File: src/sv/ccfs_pkg.sv
package ccfs_pkg;

   localparam int FRAME_DATA_BYTES = 7;
   localparam int FILL_W = 3;
   localparam int BUF_W = 56;

   typedef enum logic [1:0] {
      POS_ADDRESS,
      POS_FUNCTION,
      POS_DATA
   } pos_state_type;

   typedef struct packed {
      logic [7:0] byte_value;
      logic       is_last;
   } req_payload_type;

   typedef struct packed {
      logic [15:0] frame_id;
      logic [3:0]  frame_length;
      logic [63:0] frame_payload;
      logic        final_frame;
   } rsp_payload_type;

endpackage

File: src/sv/can_command_frame_segmenter.sv
// A frame closed by a data byte goes to the two-entry output stage: to the result
// register, or to the skid register if the result register holds an untaken frame.
// One request byte per cycle while req_ready is high; the skid register keeps
// req_ready high while one frame waits; it drops only when both entries hold frames.
// Reset (synchronous, active high) clears the command state and both output entries.
module can_command_frame_segmenter (
   input  logic                     clock,
   input  logic                     reset,
   input  logic                     req_valid,
   output logic                     req_ready,
   input  ccfs_pkg::req_payload_type req_payload,
   output logic                     rsp_valid,
   input  logic                     rsp_ready,
   output ccfs_pkg::rsp_payload_type rsp_payload
);
   import ccfs_pkg::*;

   pos_state_type         state_ff, state_in;
   logic [7:0]            address_ff, address_in;
   logic [7:0]            function_ff, function_in;
   logic [FILL_W-1:0]     fill_ff, fill_in;
   logic [7:0]            index_ff, index_in;
   logic [BUF_W-1:0]      buffer_ff, buffer_in;

   logic                  out_valid_ff, out_valid_in;
   rsp_payload_type       out_data_ff, out_data_in;
   logic                  skid_valid_ff, skid_valid_in;
   rsp_payload_type       skid_data_ff, skid_data_in;

   logic                  accept;
   logic                  take;
   logic                  emit;
   logic                  full;
   logic [FILL_W:0]       fill_inc;
   logic [BUF_W-1:0]      buffer_merged;
   rsp_payload_type       frame;

   assign accept    = req_valid && req_ready;
   assign take      = out_valid_ff && rsp_ready;
   assign req_ready = !skid_valid_ff;
   assign rsp_valid = out_valid_ff;
   assign rsp_payload = out_data_ff;

   always_comb begin
      state_in = state_ff;
      if (accept) begin
         unique case (state_ff)
            POS_ADDRESS:  state_in = req_payload.is_last ? POS_ADDRESS : POS_FUNCTION;
            POS_FUNCTION: state_in = req_payload.is_last ? POS_ADDRESS : POS_DATA;
            POS_DATA:     state_in = req_payload.is_last ? POS_ADDRESS : POS_DATA;
            default:      state_in = POS_ADDRESS;
         endcase
      end
   end

   always_comb begin
      fill_inc = {1'b0, fill_ff} + {{FILL_W{1'b0}}, 1'b1};
      full     = fill_inc >= (FILL_W + 1)'(FRAME_DATA_BYTES);
      buffer_merged = buffer_ff;
      for (int k = 0; k < FRAME_DATA_BYTES; k++) begin
         if (fill_ff == FILL_W'(k)) begin
            buffer_merged[8*k +: 8] = req_payload.byte_value;
         end
      end
      frame.frame_id      = {address_ff, index_ff};
      frame.frame_length  = 4'(fill_inc) + 4'd1;
      frame.frame_payload = {buffer_merged, function_ff};
      frame.final_frame   = req_payload.is_last;

      address_in  = address_ff;
      function_in = function_ff;
      fill_in     = fill_ff;
      index_in    = index_ff;
      buffer_in   = buffer_ff;
      emit        = 1'b0;
      if (accept) begin
         unique case (state_ff)
            POS_ADDRESS: begin
               address_in = req_payload.byte_value;
            end
            POS_FUNCTION: begin
               function_in = req_payload.byte_value;
            end
            POS_DATA: begin
               emit = full || req_payload.is_last;
               if (emit) begin
                  fill_in   = '0;
                  buffer_in = '0;
                  index_in  = index_ff + 8'd1;
               end else begin
                  fill_in   = fill_inc[FILL_W-1:0];
                  buffer_in = buffer_merged;
               end
            end
            default: begin
               emit = 1'b0;
            end
         endcase
         if (req_payload.is_last) begin
            address_in  = '0;
            function_in = '0;
            fill_in     = '0;
            index_in    = '0;
            buffer_in   = '0;
         end
      end
   end

   always_comb begin
      out_valid_in  = out_valid_ff;
      out_data_in   = out_data_ff;
      skid_valid_in = skid_valid_ff;
      skid_data_in  = skid_data_ff;
      if (take || !out_valid_ff) begin
         if (skid_valid_ff) begin
            out_valid_in  = 1'b1;
            out_data_in   = skid_data_ff;
            skid_valid_in = 1'b0;
         end else begin
            out_valid_in = emit;
            out_data_in  = frame;
         end
      end else if (emit) begin
         skid_valid_in = 1'b1;
         skid_data_in  = frame;
      end
   end

   always_ff @(posedge clock) begin
      if (reset) begin
         state_ff      <= POS_ADDRESS;
         address_ff    <= '0;
         function_ff   <= '0;
         fill_ff       <= '0;
         index_ff      <= '0;
         buffer_ff     <= '0;
         out_valid_ff  <= 1'b0;
         skid_valid_ff <= 1'b0;
      end else begin
         state_ff      <= state_in;
         address_ff    <= address_in;
         function_ff   <= function_in;
         fill_ff       <= fill_in;
         index_ff      <= index_in;
         buffer_ff     <= buffer_in;
         out_valid_ff  <= out_valid_in;
         skid_valid_ff <= skid_valid_in;
      end
   end

   always_ff @(posedge clock) begin
      out_data_ff  <= out_data_in;
      skid_data_ff <= skid_data_in;
   end

`ifndef SYNTHESIS
   skid_behind_out: assert property (@(posedge clock) disable iff (reset)
      skid_valid_ff |-> out_valid_ff)
      else $error("skid entry held while result register empty");

   fill_in_range: assert property (@(posedge clock) disable iff (reset)
      fill_ff < FILL_W'(FRAME_DATA_BYTES))
      else $error("fill count reached frame size");

   clean_outside_data: assert property (@(posedge clock) disable iff (reset)
      state_ff != POS_DATA |-> (fill_ff == '0 && index_ff == '0 && buffer_ff == '0))
      else $error("frame state not cleared outside data phase");

   last_restarts: assert property (@(posedge clock) disable iff (reset)
      accept && req_payload.is_last |=> state_ff == POS_ADDRESS)
      else $error("command did not restart after last byte");
`endif

endmodule

File: config.mk
export PLATFORM = sky130hd
export DESIGN_NAME = can_command_frame_segmenter
export DESIGN_NICKNAME = d
export VERILOG_FILES = /design/src/sv/ccfs_pkg.sv /design/src/sv/can_command_frame_segmenter.sv
export SDC_FILE = /design/constraint.sdc
export NUM_CORES = 1
export LEC_CHECK = 0
export ABC_AREA = 0
export BUFFER_PORTS_ARGS = -buffer_cell sky130_fd_sc_hd__buf_2
export CAP_MARGIN = 40
export CORE_ASPECT_RATIO = 0.9
export CORE_UTILIZATION = 30
export CTS_BUF_LIST = sky130_fd_sc_hd__clkbuf_2 sky130_fd_sc_hd__clkbuf_4 sky130_fd_sc_hd__clkbuf_8
export DETAILED_ROUTE_END_ITERATION = 16
export HOLD_SLACK_MARGIN = 0.02
export PLACE_DENSITY_LB_ADDON = 0.08
export SETUP_SLACK_MARGIN = 0.15
export SYNTH_ARGS = -nofsm -noshare
export SYNTH_HDL_FRONTEND = slang
export SYNTH_SLANG_ARGS = --single-unit
File: constraint.sdc
create_clock -name clock -period 20.1 [get_ports clock]
set_input_delay 5.025 -clock clock [delete_from_list [all_inputs] [get_ports clock]]
set_output_delay 5.025 -clock clock [all_outputs]
set_load 0.02 [all_outputs]
-- Yosys cells after proc, flatten, opt, wreduce, memory -nomap -nowiden
Index checks and enable logic that the tools add are counted.
- register bits: 257
- latch bits: 0
- bits in writable memories: 0
- bits in read-only memories: 0
- memories: 0
- add/sub/neg operators: 3
- multiply operators: 0
- divide/modulo/power cells: 0
- magnitude comparators: 1
- eq/ne operators: 8
- shifts and indexed selects: 0
- muxes and demuxes: 27
- bitwise gates (word level): 1
- reduce and logical (&&, ||, !) cells: 19
- operators by type and width (operator ; count):
    2-to-1 mux 56 bit ; 3
    2-to-1 mux 8 bit ; 14
    2-to-1 mux 85 bit ; 1
    equality test 3 bit, second input constant ; 3
    2-to-1 mux 3 bit ; 3
    adder 8 x 1 -> 8 bit, second input constant ; 1
    AND reduction 2 bit ; 4
    nonzero test 2 bit ; 4
    equality test 3 x 2 -> 1 bit, second input constant ; 2
    adder 3 x 1 -> 4 bit, second input constant ; 1
    adder 4 x 1 -> 4 bit, second input constant ; 1
    >= comparator 4 x 3 -> 1 bit, second input constant ; 1
    2-to-1 mux 1 bit ; 4
    one-hot mux 2 bit (2 select lines) ; 1
    OR reduction 2 bit ; 2
    equality test 3 x 1 -> 1 bit, second input constant ; 1
    zero test 3 bit ; 1
    AND reduction 3 bit ; 1
    equality test 2 x 1 -> 1 bit, second input constant ; 1
    equality test 2 bit, second input constant ; 1
    logical AND 1 bit ; 2
    zero test 1 bit ; 2
    zero test 2 bit ; 1
    logical OR 1 bit ; 2
    other kinds (2) ; 2

-- Logic depth before layout (Yosys ltp)
- depth in word-level cells: 6
- gate-level depth with buffers: 9
- mapped depth without buffers: 6

-- Worst setup path after synthesis
No wires, ideal clock.
- path type: input port to flip-flop
- start point: input port rsp_ready
- end point: register skid_data_ff[0] (netlist bit), enable pin
- library setup time: 0.633 ns
- arrival time: 13.044 ns
- path slack: 6.423 ns
- stages on the path: 2
- path buffers: 0
- path through: nand2b_1 > nor3_1
- cells in the longest elaborated chain, start to end: 4
- ends and longest elaborated chain (element ; line ; source):
    start: declaration ; can_command_frame_segmenter.sv:13 ; input logic rsp_ready,
    logical AND 1 bit ; can_command_frame_segmenter.sv:39 ; assign take = out_valid_ff && rsp_ready;
    logical OR 1 bit ; can_command_frame_segmenter.sv:114 ; if (take || !out_valid_ff) begin
    inverter 1 bit (no source line) ; n/a ;
    AND reduction 2 bit (no source line) ; n/a ;
    end signal: assignment ; can_command_frame_segmenter.sv:153 ; skid_data_ff <= skid_data_in;
    end: declaration ; can_command_frame_segmenter.sv:28 ; rsp_payload_type skid_data_ff, skid_data_in;
Every way passes these cells.
A chain may end at the register's enable or synchronous reset.

-- Final worst setup path
- start point: register skid_valid_ff
- end point: output port req_ready
- cells in the longest elaborated chain, start to end: 1
- ends and longest elaborated chain (element ; line ; source):
    start: declaration ; can_command_frame_segmenter.sv:27 ; logic skid_valid_ff, skid_valid_in;
    start signal: assignment ; can_command_frame_segmenter.sv:147 ; skid_valid_ff <= skid_valid_in;
    zero test 1 bit ; can_command_frame_segmenter.sv:40 ; assign req_ready = !skid_valid_ff;
    end: declaration ; can_command_frame_segmenter.sv:10 ; output logic req_ready,
Every way passes these cells.

==> flow_summary.json <==
{
  "final_cell_count_no_fill": 1301,
  "hold_depth": 2,
  "start_kind": "register",
  "setup_slack_ns": 13.24,
  "tritoncts": "built",
  "clk_latency_ns": 0.54,
  "yosysSeqAreaShare": 0.669,
  "synth_seq_cells": 257,
  "start_util": 0.307,
  "portBuffers": 99,
  "startpoint": "skid_valid_ff$_SDFFE_PP0P_",
  "timing.rr.start": "fill_ff[2]$_SDFFE_PP0P_",
  "synth_top_cell_area_share": 0.499,
  "path_depth": 3,
  "layout-drive-gt1-share": 0.404,
  "clockBufferDepth": 3,
  "cts_resized": 0,
  "ys_warn_count": 0,
  "root_buffer": "clkbuf_8",
  "cts_hold_buf": 0,
  "synth_area_um2": 10200,
  "gr-total-overflow": 0,
  "critPathMaxFanout": 60,
  "grt_max_degree": 90,
  "nets": 831,
  "drc": 0,
  "maxCapViolCount": 0,
  "powerDensity_nw_per_um2": 89.7,
  "crit_end": "req_ready",
  "area_delta_synth_final_pct": 18.9,
  "numCtsBuffers": 45,
  "cts_sinks": 257,
  "r2r_end": "skid_data_ff[9]$_DFFE_PP_",
  "slew_violations": 0,
  "drt_iter0_markers": 402,
  "drt-vias-per-instance": 4.72,
  "rows": 63,
  "cp.arrival_ns": 1.83,
  "rsz0062_at_grt": "false",
  "clkTransAtPathRegs_ns": 0.06,
  "hpwl_um": 15000,
  "wl_um": 23800,
  "grt_pass1_vias": 6330,
  "setup_viol": 0,
  "avgSynthCellArea_um2": 14.7,
  "fin_skew_ns": 0.0239,
  "fin_setup_tns_ns": 0,
  "period_share": 0.341,
  "ys_async_sr_fraction": 0,
  "dr_total_vias": 6136,
  "globalRouteTotalUtil": 0.139,
  "critical_path.cell_chain": "inv_2 -> buf_4 -> buf_2",
  "pre_cts_slack_ns": 13.07,
  "die_h_um": 177,
  "yosysTopAreaCell": "edfxtp_1",
  "relSlewSlack": 0.435,
  "reg2reg_depth": 6,
  "hold_viol": 0,
  "slowest_stage": "buf_4",
  "ios": 100,
  "ant_nets": 0,
  "endpoint_kind": "output pin",
  "rrSetupSlack_ns": 17.13,
  "ir_drop_v": 0.0000291,
  "synth_edf_count": 170,
  "status": "finished clean",
  "wl_per_cell_um": 18.3,
  "synth_cells": 694,
  "die_area_um2": 34800,
  "crit_required_ns": 15.07,
  "fmax_ghz": 0.146,
  "die_x_um": 197,
  "firstDrtPassIters": 5,
  "htreeDepth": 2,
  "syn_nets": 717,
  "core_area_um2": 33300,
  "slowest_delay_ns": 0.62,
  "grt_pass1_wl_um": 37300,
  "cp_top_family": "buffers and inverters",
  "worst-setup-path-type": "reg -> out",
  "power.leakage_nw": 4.87,
  "antenna_found_initial": 3,
  "layout_min_cycle_time_ns": 6.86,
  "synthTopCellsByArea": "edfxtp_1 50%, dfxtp_1 17%, mux2_2 15%",
  "crit_buf_inv": 3,
  "yosysUniqueCellTypes": 44,
  "worstMarginPinSlew_ns": 0.847,
  "gp_congestion": 0.737,
  "min_path_type": "reg -> reg",
  "placedCellCount": 1216,
  "post_cts_buffers": 0,
  "synth_ff_type": "edfxtp_1"
}
per-stage QoR:
| stage | total power, mW | cell area (um^2) | utilization | hold WS [ns] |
|---|---|---|---|---|
| 5_1_grt | 1.14 | 12200 | 0.366 | 0.470 |
| 3_5_place_dp | 0.607 | 11200 | 0.337 | 0.444 |
| 2_1_floorplan | 0.595 | 10200 | - | 0.427 |
| 4_1_cts | 1.11 | 12200 | 0.366 | 0.451 |
| 3_3_place_gp | 0.607 | 11200 | 0.337 | 0.436 |
| 6_report | 1.09 | 12200 | 0.366 | 0.452 |
registers in the layout, summed over array words and instances (netlist names):
signal	count
rsp_valid	1
address_ff	8
skid_data_ff	85
state_ff	2
fill_ff	3
rsp_payload	85
buffer_ff	56
function_ff	8
index_ff	8
skid_valid_ff	1
worst reg2reg max path, stage by stage (launching register included):
cell	delay (ns)
dfxtp_1	0.55
inv_1	0.19
ha_1	0.43
nand2b_4	0.21
and3_1	0.41
nor3_2	0.31
buf_4	0.47
synth_stat cells, types with 2 or more instances:
master / n
or3_1: 3
nor2b_1: 2
nand3_1: 16
xnor2_1: 2
a22oi_1: 17
mux2_2: 137
nand2_1: 37
ha_1: 10
a22o_1: 24
nand4_1: 3
nor2_1: 24
nor4_2: 2
nand2b_1: 25
o21ai_1: 3
dfxtp_1: 87
o31ai_1: 3
buf_2: 8
and3_1: 3
inv_1: 7
nand2b_4: 2
o21ai_0: 5
edfxtp_1: 170
nor3_1: 3
a21oi_1: 24
or4_1: 4
clkbuf_1: 32
o32ai_1: 24
worst min-delay path by stage:
| stage | from | end | slack (ns) |
|---|---|---|---|
| floorplan | function_ff[0]$_SDFFE_PP0P_ | skid_data_ff[1]$_DFFE_PP_ | 0.43 |
| global placement | buffer_ff[25]$_SDFFE_PP0P_ | buffer_ff[25]$_SDFFE_PP0P_ | 0.44 |
| detailed placement | buffer_ff[24]$_SDFFE_PP0P_ | buffer_ff[24]$_SDFFE_PP0P_ | 0.44 |
| CTS | buffer_ff[28]$_SDFFE_PP0P_ | buffer_ff[28]$_SDFFE_PP0P_ | 0.45 |
| global route | buffer_ff[28]$_SDFFE_PP0P_ | buffer_ff[28]$_SDFFE_PP0P_ | 0.47 |
| finish | buffer_ff[24]$_SDFFE_PP0P_ | buffer_ff[24]$_SDFFE_PP0P_ | 0.45 |
kinds of logic after synthesis:
kind of cell,share of synthesized area
DFF,0.669
muxes,0.152
and+or+nand+nor,0.0669
AOI/OAI and AO/OA,0.0779
buffers and inverters,0.0201
adders and majority gates,0.0122
xor gates and xnor gates,0.00171
layout by cell type, fill, tap and decap left out, types with 16 or more instances in the layout:
| master | Yosys | routed |
|---|---|---|
| clkbuf_8 | 0 | 53 |
| buf_2 | 8 | 99 |
| a22oi_1 | 17 | 17 |
| nor2_1 | 24 | 24 |
| a22o_1 | 24 | 24 |
| mux2_2 | 137 | 137 |
| clkbuf_4 | 0 | 27 |
| edfxtp_1 | 170 | 170 |
| a21oi_1 | 24 | 24 |
| dfxtp_1 | 87 | 87 |
| nand2_1 | 37 | 37 |
| o32ai_1 | 24 | 24 |
| nand2b_1 | 25 | 24 |
| nand3_1 | 16 | 16 |
power breakdown:
group / internal, mW / total [mW] / switching (mW)
Clock: 0.289 / 0.495 / 0.206
Combinational: 0.00873 / 0.0317 / 0.0230
Sequential: 0.562 / 0.564 / 0.00202
Total: 0.860 / 1.09 / 0.231
per-layer routing:
layer	global-route usage	part of all wire	wire length, um
met5	0	0	0
met4	0.0552	0.027	646
met3	0.0290	0.047	1110
met2	0.219	0.46	11100
met1	0.187	0.46	11000
cell type report:
class	count	area, um^2
Antenna cell	1	2.50
Inverter	8	30.0
Timing Repair Buffer	109	571
Fill cell	3253	21100
Multi-Input combinational cell	387	3190
Clock inverter	4	22.5
Tap cell	455	569
Sequential cell	257	6850
Clock buffer	80	932
Power figures use the tool's default switching activity.
